<file path="src/multi_waveform_oscillator_core_macros.svh">
// Assertion macros for the multi-waveform oscillator core.
`ifndef MULTI_WAVEFORM_OSCILLATOR_CORE_MACROS_SVH
`define MULTI_WAVEFORM_OSCILLATOR_CORE_MACROS_SVH
`ifndef SYNTHESIS
`define MWO_ASSERT_IMPLY(label, ante, cons) \
  label: assert property (@(posedge clk_i) disable iff (!rst_ni) (ante) |-> (cons)) \
    else $error("oscillator check failed");
`define MWO_ASSERT_NEXT(label, ante, cons) \
  label: assert property (@(posedge clk_i) disable iff (!rst_ni) (ante) |=> cons) \
    else $error("oscillator check failed");
`else
`define MWO_ASSERT_IMPLY(label, ante, cons)
`define MWO_ASSERT_NEXT(label, ante, cons)
`endif
`endif

</file>
<file path="src/mwo_div.sv">
// Pipelined restoring divider, one quotient bit per stage, with sideband.
`timescale 1ns / 1ps
`default_nettype none
module mwo_div #(
  parameter int unsigned DW = 33,
  parameter int unsigned VW = 17,
  parameter int unsigned QW = 18,
  parameter int unsigned SW = 1
) (
  input  logic          clk_i,
  input  logic          rst_ni,
  input  logic          valid_i,
  input  logic [DW-1:0] dividend_i,
  input  logic [VW-1:0] divisor_i,
  input  logic [SW-1:0] side_i,
  output logic          valid_o,
  output logic [QW-1:0] quot_o,
  output logic [SW-1:0] side_o
);
  localparam int unsigned CW = VW + QW;

  logic          vld_q [QW];
  logic [DW-1:0] rem_q [QW];
  logic [QW-1:0] quo_q [QW];
  logic [VW-1:0] dsr_q [QW];
  logic [SW-1:0] sd_q  [QW];

  for (genvar k = 0; k < QW; k++) begin : g_stage
    logic          vin;
    logic [DW-1:0] rem_in;
    logic [QW-1:0] quo_in;
    logic [VW-1:0] dsr_in;
    logic [SW-1:0] sd_in;
    logic [CW-1:0] trial;
    logic [CW-1:0] diff;
    logic          fits;
    if (k == 0) begin : g_first
      assign vin    = valid_i;
      assign rem_in = dividend_i;
      assign quo_in = '0;
      assign dsr_in = divisor_i;
      assign sd_in  = side_i;
    end else begin : g_next
      assign vin    = vld_q[k-1];
      assign rem_in = rem_q[k-1];
      assign quo_in = quo_q[k-1];
      assign dsr_in = dsr_q[k-1];
      assign sd_in  = sd_q[k-1];
    end
    assign trial = CW'(dsr_in) << (QW - 1 - k);
    assign fits  = CW'(rem_in) >= trial;
    assign diff  = CW'(rem_in) - trial;

    always_ff @(posedge clk_i or negedge rst_ni) begin
      if (!rst_ni) begin
        vld_q[k] <= 1'b0;
      end else begin
        vld_q[k] <= vin;
      end
    end

    always_ff @(posedge clk_i) begin
      rem_q[k] <= fits ? diff[DW-1:0] : rem_in;
      quo_q[k] <= quo_in | (fits ? (QW'(1) << (QW - 1 - k)) : '0);
      dsr_q[k] <= dsr_in;
      sd_q[k]  <= sd_in;
    end
  end

  assign valid_o = vld_q[QW-1];
  assign quot_o  = quo_q[QW-1];
  assign side_o  = sd_q[QW-1];
endmodule
`default_nettype wire

</file>
<file path="config.mk">
export PLATFORM = sky130hd
export DESIGN_NAME = mwo_div
export DESIGN_NICKNAME = d
export VERILOG_FILES = /design/src/multi_waveform_oscillator_core_macros.svh /design/src/mwo_div.sv
export SDC_FILE = /design/constraint.sdc
export NUM_CORES = 2
export LEC_CHECK = 0
export BUFFER_PORTS_ARGS = -buffer_cell sky130_fd_sc_hd__buf_2
export CORE_UTILIZATION = 29
export CTS_CLUSTER_SIZE = 10
export DETAILED_ROUTE_END_ITERATION = 16
export GPL_ROUTABILITY_DRIVEN = 0
export SLEW_MARGIN = 15
export SYNTH_ARGS = -nofsm -noshare
export SYNTH_HDL_FRONTEND = slang
export SYNTH_SLANG_ARGS = --single-unit
</file>
<file path="constraint.sdc">
create_clock -name clk_i -period 3.9 [get_ports clk_i]
set_input_delay 0.78 -clock clk_i [delete_from_list [all_inputs] [get_ports clk_i]]
set_output_delay 0.78 -clock clk_i [all_outputs]
set_load 0.05 [all_outputs]
</file>
==> run metrics <==
share of layout cells above drive strength 1 0.0785; Post-synth EDFFs 0; Top FF cell, synth dfxtp_1; #FFs+latches synth 1057; fin. max-slew vios 0; P per Cell Area 832 nW/µm²; RSZ-0062 raised after global routing false; Slew @ Worst Pin 0.898 ns; antenna violations before repair 1; H-tree depth 3; Skew-Pair Late Insertion Delay 0.73 ns; crit path launch type flop; setup violators final 0; sequential cell area fraction in the yosys report 0.504; final hold viol count 0; Worst setup EP type flop; Mapped Cells 4269; cts hold-fix bufs 1; PortBufs 73; core region area 144000 µm²; Hold WC Path Type in2reg; Initial Utilization 0.293; Avg Inst Size Synth 9.87 µm²; clock slew seen by the registers of the worst setup and hold paths 0.06 ns; max-slew headroom at the worst pin 0.393; Syn Nets 4645; crit path max fanout 22; gr ovfl total 0; cts bufs inserted 119; vias 29200; Yosys cell types 88; critical path type reg2reg; die height 383 µm; Max Fclk 286 MHz; Req. time, crit path 4.50 ns; Max Cap Violations 0; Clock Sinks 1057; clock skew 0.0500 ns; Post-CTS Setup Inserts 0; failing checks design-rule violations; Avg WL per Cell 14.1 µm; root buf cell clkbuf_16; PostCTS Resize Cnt 0; Max Root-Sink Buffers 3; FFs w/ async S/R, synth 0.0170; worst vdd ir 0.439 mV; fillers 14400; CTS tree yes; vias in the first global route 28900; die area 147000 µm²; first drt pass iteration count 13; fin crit period 3.49 ns; sum of negative setup slack 0 ns; Fin Hold WS 0.168 ns; Mapped Area 42100 µm²; number of routed nets with antenna violations 0; DP HPWL 69600 µm; # rows 139; status complete, but fails checks; # diodes 0; GRT Util Overall 0.121; DR iter-0 viols 1459; final worst path period share 0.895; first-pass GRT wire length 146000 µm; drt via density 4.58; die width 383 µm; largest net degree at the start of global routing 35; post-route DRC violation count 3; critical path data arrival time 4.09 ns; synthesis-to-layout area growth 14.5%; io pins 74; Layout Nets 4807; Yosys Warn Count 0; P_leak 0.0208 µW; overall routed net length 89600 µm
final cells by class:
cell class              count  area, µm²  area share
well taps                1903       2380      0.0494
repair buffers            107        623      0.0129
clock buffers             142       3170      0.0656
multi-input cells        2749      19200       0.398
clock inverters             9        151     0.00314
flip-flops and latches   1057      21300       0.441
inverters                 397       1490      0.0309
per-layer routing:
metal  routed length (µm)  GRT usage
met3                 3670     0.0214
met4                 3320     0.0524
met1                41100      0.150
met5                    0          0
met2                41600      0.206
worst max-delay path, stage by stage (launching register included):
cell	delay, ns
dfxtp_1	0.30
inv_1	0.07
ha_1	0.17
inv_1	0.05
fa_1	0.41
a21o_1	0.22
a221oi_1	0.51
a22oi_1	0.20
a2bb2oi_1	0.29
nand3b_1	0.18
a2111oi_4	0.37
buf_4	0.29
mux2_2	0.36
where the power goes:
group / internal (µW) / leakage [µW] / switching [µW]
Sequential: 13700 / 0.00894 / 2020
Clock: 5630 / 0.00162 / 4120
Combinational: 6630 / 0.0103 / 8050
cell families after synthesis:
kind of cell | share of synthesized area
flip-flops | 0.504
XOR/XNOR | 0.0682
buffers and inverters | 0.0413
adder cells (fa/ha/maj) | 0.0987
AND/OR/NAND/NOR | 0.131
multiplexers | 0.0174
AO/OA/AOI/OAI | 0.139
registers in the layout (all words and copies together), names as in the netlist:
register / cells
sd_q: 18
valid_o: 1
quo_q: 171
dsr_q: 289
g_stage.vin: 17
rem_q: 561
per-stage QoR:
stage	utilization	power, µW	area (µm²)	setup WS (ns)	cells
floorplan	-	26700	42100	0.714	4269
global placement	0.312	30300	44900	0.233	6212
detailed placement	0.312	30500	44900	0.285	6212
CTS	0.335	40400	48200	0.409	6364
global route	0.335	43000	48200	0.231	6364
finish	0.335	40100	48200	0.409	6364
cells in the final DEF (no fill, tap or decap), drive strengths merged, types with 19 or more instances in the layout:
cell and count:
dfxtp 1039, mux2 59, xnor2 184, nand3 53, nand2b 57, o211ai 19
or3 29, o21a 55, nand4 49, clkbuf 142, nor2 260, inv 401
ha 305, buf 106, nor3 98, nand2 293, nor4 60, a31oi 25
xor2 144, nor2b 54, a211oi 21, o21ai 261, o31ai 24, a21o 90
a21oi 285, o21bai 22, and3 28
cell usage after synthesis (all sizes together) (54+ instances only):
library cell / count / area share
o21ai: 261 / 0.031
o21a: 55 / 0.0098
dfxtp: 1039 / 0.49
xor2: 144 / 0.030
a21oi: 285 / 0.034
nand2: 293 / 0.026
nor3: 98 / 0.012
nor4: 60 / 0.0094
nor2: 260 / 0.023
a21o: 90 / 0.016
clkbuf: 59 / 0.0053
ha: 305 / 0.091
inv: 397 / 0.035
mux2: 59 / 0.016
nand2b: 57 / 0.0085
nor2b: 54 / 0.0080
xnor2: 184 / 0.038
final timing paths:
path / slack, ns / endpoint / start / cells after the start
max: 0.41 / rem_q[4][16] / rem_q[3][13] / 12
min: 0.17 / dsr_q[0][8] / divisor_i[8] / 1
max reg2reg: 0.41 / rem_q[4][16] / rem_q[3][13] / 12
min reg2reg: 0.32 / rem_q[9][1] / rem_q[8][1] / 0
max in group asynchronous: 3.10 / g_stage[4].vin / rst_ni / 2
min in group asynchronous: 0.53 / g_stage[1].vin / rst_ni / 2
Power figures use the tool's default switching activity.
