### src/multi_waveform_oscillator_core_macros.svh
// Assertion macros for the multi-waveform oscillator core.
`ifndef MULTI_WAVEFORM_OSCILLATOR_CORE_MACROS_SVH
`define MULTI_WAVEFORM_OSCILLATOR_CORE_MACROS_SVH
`ifndef SYNTHESIS
`define MWO_ASSERT_IMPLY(label, ante, cons) \
  label: assert property (@(posedge clk_i) disable iff (!rst_ni) (ante) |-> (cons)) \
    else $error("oscillator check failed");
`define MWO_ASSERT_NEXT(label, ante, cons) \
  label: assert property (@(posedge clk_i) disable iff (!rst_ni) (ante) |=> cons) \
    else $error("oscillator check failed");
`else
`define MWO_ASSERT_IMPLY(label, ante, cons)
`define MWO_ASSERT_NEXT(label, ante, cons)
`endif
`endif

### src/mwo_pkg.sv
// Shared types and constants of the multi-waveform oscillator.
`timescale 1ns / 1ps
`default_nettype none
package mwo_pkg;
  typedef enum logic [2:0] {
    MODE_SINE, MODE_TRI, MODE_RECT, MODE_RAMP, MODE_SAW, MODE_ORGAN, MODE_PIANO, MODE_BYPASS
  } mode_e;

  typedef enum logic [2:0] {
    REG_MODE, REG_VOLUME, REG_FREQ, REG_PHASE, REG_PW, REG_CENTER, REG_RANGE, REG_BYPASS
  } reg_e;

  localparam int unsigned SIN_LAT = 8;
  localparam int unsigned WAVE_W = 18;

  localparam logic [30:0] SIN_C1 = 31'd1686629713;
  localparam logic [30:0] SIN_C3 = 31'd693598668;
  localparam logic [30:0] SIN_C5 = 31'd85569306;
  localparam logic [30:0] SIN_C7 = 31'd5026995;
  localparam logic [30:0] SIN_C9 = 31'd172272;
endpackage
`default_nettype wire

### src/mwo_sine.sv
// Pipelined sine evaluator: quarter-wave fold and degree-9 odd polynomial.
`timescale 1ns / 1ps
`default_nettype none
module mwo_sine import mwo_pkg::*; #(
  parameter int unsigned SINE_TABLE_BITS = 10
) (
  input  logic                     clk_i,
  input  logic [31:0]              angle_i,
  output logic signed [WAVE_W-1:0] wave_o
);
  localparam logic [31:0] KEEP = ~((32'd1 << (32 - SINE_TABLE_BITS)) - 32'd1);
  localparam logic [30:0] QUARTER = 31'h4000_0000;
  localparam logic [30:0] COEF [4] = '{SIN_C7, SIN_C5, SIN_C3, SIN_C1};

  logic [31:0] am;
  logic [30:0] x_q [0:5];
  logic [1:0]  q_q [0:6];
  logic [30:0] z_q [1:4];
  logic [30:0] p_q [2:5];
  logic [31:0] s_q;
  logic signed [WAVE_W-1:0] w_q;
  logic [61:0] zz;
  logic [61:0] xp;
  logic [32:0] rs;
  logic [18:0] rsh;
  logic [16:0] mag;

  assign am = angle_i & KEEP;
  assign zz = x_q[0] * x_q[0];
  assign xp = x_q[5] * p_q[5];
  assign rs = {1'b0, s_q} + 33'h2000;
  assign rsh = rs[32:14];
  assign mag = (rsh > 19'd65536) ? 17'd65536 : rsh[16:0];

  always_ff @(posedge clk_i) begin
    q_q[0] <= am[31:30];
    x_q[0] <= am[30] ? (QUARTER - {1'b0, am[29:0]}) : {1'b0, am[29:0]};
    z_q[1] <= zz[60:30];
    x_q[1] <= x_q[0];
    q_q[1] <= q_q[0];
    s_q    <= xp[61:30];
    q_q[6] <= q_q[5];
    w_q    <= q_q[6][1] ? -$signed({1'b0, mag}) : $signed({1'b0, mag});
  end

  for (genvar t = 2; t <= 5; t++) begin : g_horner
    logic [30:0] pin;
    logic [61:0] prod;
    if (t == 2) begin : g_first
      assign pin = SIN_C9;
    end else begin : g_next
      assign pin = p_q[t-1];
    end
    assign prod = z_q[t-1] * pin;
    always_ff @(posedge clk_i) begin
      p_q[t] <= 31'({1'b0, COEF[t-2]} - prod[61:30]);
      x_q[t] <= x_q[t-1];
      q_q[t] <= q_q[t-1];
    end
    if (t <= 4) begin : g_z
      always_ff @(posedge clk_i) begin
        z_q[t] <= z_q[t-1];
      end
    end
  end

  assign wave_o = w_q;
endmodule
`default_nettype wire

### config.mk
export PLATFORM = sky130hd
export DESIGN_NAME = mwo_sine
export DESIGN_NICKNAME = d
export VERILOG_FILES = /design/src/multi_waveform_oscillator_core_macros.svh /design/src/mwo_pkg.sv /design/src/mwo_sine.sv
export SDC_FILE = /design/constraint.sdc
export NUM_CORES = 2
export LEC_CHECK = 0
export ABC_CLOCK_PERIOD_IN_PS = 7600
export BUFFER_PORTS_ARGS = -buffer_cell sky130_fd_sc_hd__buf_2
export CORE_ASPECT_RATIO = 0.5
export CORE_MARGIN = 8
export CORE_UTILIZATION = 40
export CTS_BUF_LIST = sky130_fd_sc_hd__clkbuf_8
export DETAILED_ROUTE_END_ITERATION = 10
export GPL_TIMING_DRIVEN = 0
export PLACE_DENSITY = 0.57
export SLEW_MARGIN = 40
export SYNTH_ARGS = -nofsm -noshare
export SYNTH_HDL_FRONTEND = slang
export SYNTH_SLANG_ARGS = --single-unit
### constraint.sdc
create_clock -name clk_i -period 7.6 [get_ports clk_i]
set_input_delay 0 -clock clk_i [delete_from_list [all_inputs] [get_ports clk_i]]
set_output_delay 0 -clock clk_i [all_outputs]
set_load 0.02 [all_outputs]
==> impl_metrics.yaml <==
worst_setup_path:
  crit_path_end_kind: "flop"
  cp_common_cell: "fa_1"
  rrSetupSlack_ps: -560
  cp-start-kind: "flop"
  path_class: "flop to flop"
  r2r_start: "z_q[0][149]"
  rr_worst_depth: 28
  r2r-end: "p_q[2][61]"
  critPathRequiredTime_ps: 8200
  cp_max_fo: 6
  cpPeakStageDelay_ps: 580
  crit_arrival_ps: 8760
  cpMaxStageDelayCell: "fa_1"
clock_tree:
  cts_tree: "yes"
  clock_sinks: 267
  clk_path_buf_depth: 3
  cts_buffers: 45
  ctsRootBufferMaster: "clkbuf_8"
  insertion_delay_ps: 710
  clk_pin_slew_ps: 70
  cts_htree_levels: 2
synthesis:
  synthesis.nets: 10200
  seq_area_frac_synth_pct: 7.60
  synth_most_common_cell: "inv_1"
  synth_edf_count: 0
  synth_warnings: 0
  synth_common_cells: "1714 x inv_1, 1291 x fa_1, 1150 x ha_1"
  dominantRegCellSynth: "dfxtp_1"
  synth_cells: 7731
  syn-cell-area_sq_um: 70300
  async_flop_share_pct: 0
  post-synth-top-area-cell: "fa_1"
  ys_seq_elements: 267
  synth.area.top_cells: "fa_1 37%, ha_1 20%, inv_1 9.2%"
  synth_top_area_share_pct: 36.8
  synth_cell_types: 90
  syn_area_per_cell_sq_um: 9.09
global_route:
  track_usage_pct: 21.0
  antenna_found_initial: 8
  gr-usage-met2_pct: 34.2
  grtUsageMet3_pct: 2.84
  overflow: 0
  grt_pass1_wl_um: 317000
  met1_usage_pct: 28.9
  busiest_layer: "met2"
  grt_max_degree: 14
  grt_pass1_vias: 55400
hold_path:
  whs_path_depth: 3
  holdPathEnd: "x_q[0][29]"
  hp-start: "angle_i[29]"
  min_path_type: "primary input to flop"
finish:
  seq_area_sq_um: 5680
  drive_gt1_share_pct: 16.0
  finish.instance_area_sq_um: 83300
  syn_to_final_growth_pct: 18.5
  multi_input_area_sq_um: 60300
  fillers: 16500
  final_nets: 10700
die:
  fp.dieW_um: 609
  rows: 108
  core_area_sq_um: 174000
  start_util_pct: 40.4
  io_pins: 51
  dieArea_sq_um: 190000
  die_y_um: 312
sta:
  fin_crit_sh_pct: 107
  tightest_slew_ps: 800
  hold_violations: 0
  fin_ws_ps: -563
  finalCriticalPeriod_ps: 8160
  relSlewSlack_pct: 46.1
  fmax_ghz: 0.122
  rsz0062_at_grt: "yes"
  slew_violations: 0
  fin_worst_skew_ps: 71.1
  setup_viol: 34
placed_design:
  port_buffers: 27
  post_dp_cell_area_sq_um: 74000
  place_congestion: 0.914
  dp.final_hpwl_um: 159000
outcome:
  violations: "setup timing"
  status: "finished, violations left"
route:
  post-route-drc-count: 0
  drtPass1Iterations: 7
  initialDrtViolationCount: 3309
  vias: 52900
  drt_wl_total_um: 202000
  wl_per_cell_um: 19.1
  vias_per_cell: 5.01
  final_antenna_net_count: 0
flow_run:
  drv_cap: 0
[cell families (layout without fill, tap and decap cells)]
logic type / after synthesis / count (layout) / synth area share (%)
muxes: 15 / 15 / 0.226
buffers and inverters: 2001 / 2504 / 10.7
and+or+nand+nor: 2168 / 2168 / 15.5
DFF: 267 / 267 / 7.60
xor gates and xnor gates: 247 / 247 / 3.08
AOI/OAI and AO/OA: 591 / 591 / 5.64
other: 0 / 4 / 0
adders and majority gates: 2442 / 2442 / 57.2
[final cells by class]
class,count,share of cell area [%]
multi-input combinational,5463,72.4
inverter,1714,7.73
sequential,267,6.82
timing repair buffer,440,4.39
buffer,266,3.80
tap,2310,3.47
clock buffer,57,0.942
clock inverter,27,0.389
antenna,4,0.0120
[registers in the layout, summed over array words and instances, names as in the netlist]
| register | cells |
|---|---|
| p_q | 109 |
| q_q | 7 |
| s_q | 19 |
| wave_o | 18 |
| x_q | 50 |
| z_q | 64 |
[worst max-delay path, delay by kind of cell, from the launching register on]
kind	cells	cell delay, ps
XOR/XNOR	1	110
adder cells (fa/ha/maj)	9	4250
AND/OR/NAND/NOR	5	740
AO/OA/AOI/OAI	7	2070
flip-flops	1	410
buffers and inverters	6	500
[layer usage]
metal / share of wire [%] / vias up
met2: 45 / 1455
met1: 45 / 26500
met5: 0.0069 / -
met4: 3.6 / 2
met3: 5.9 / 337
li1: - / 24600
[cells in the final DEF (no fill, tap or decap), types with 69 or more instances in the layout]
master and n:
inv_1 1663, and2_1 792, fa_2 70, buf_4 336, clkbuf_1 72, xor2_1 69
nor2_1 130, fa_1 1221, xnor2_1 138, dfxtp_1 160, o21ai_0 75, clkbuf_8 112
nand2_1 885, dfxtp_4 82, ha_1 1083, a21oi_1 118
[stage by stage]
| stage | setup TNS (ps) | hold WS, ps | setup WS (ps) | std cells | utilization [%] |
|---|---|---|---|---|---|
| after floorplan | -252 | 27.7 | -134 | 7731 | - |
| after global placement | -79950 | 105 | -1810 | 10100 | 42.5 |
| after detailed placement | -68530 | 110 | -1840 | 10100 | 42.5 |
| after CTS | -6480 | 18.9 | -557 | 10400 | 46.7 |
| after global routing | -17970 | 53.9 | -816 | 10500 | 47.9 |
| final | -8500 | 100 | -563 | 10500 | 47.9 |
[worst max path at each step]
stage	from	end	slack, ps	depth (start not counted)
2_1_floorplan	z_q[0][150]	p_q[2][61]	-130	30
5_1_grt	z_q[0][146]	p_q[2][61]	-820	30
4_1_cts	p_q[1][4]	p_q[1][54]	-560	30
6_report	z_q[0][149]	p_q[2][61]	-560	28
3_5_place_dp	z_q[0][120]	p_q[2][30]	-1840	28
3_3_place_gp	z_q[0][120]	p_q[2][30]	-1810	28
[repair_timing]
item / CTS / global route
buffers inserted: 270 / 130
hold buffers: 20 / 0
endpoints found under the hold margin: 10 / 0
pin swaps: 265 / 217
gates resized for setup: 935 / 289
endpoints found under the setup margin: 91 / 64
Power is not shown: default switching activity piles up to over one toggle a cycle in this logic, so the estimate is an artifact.
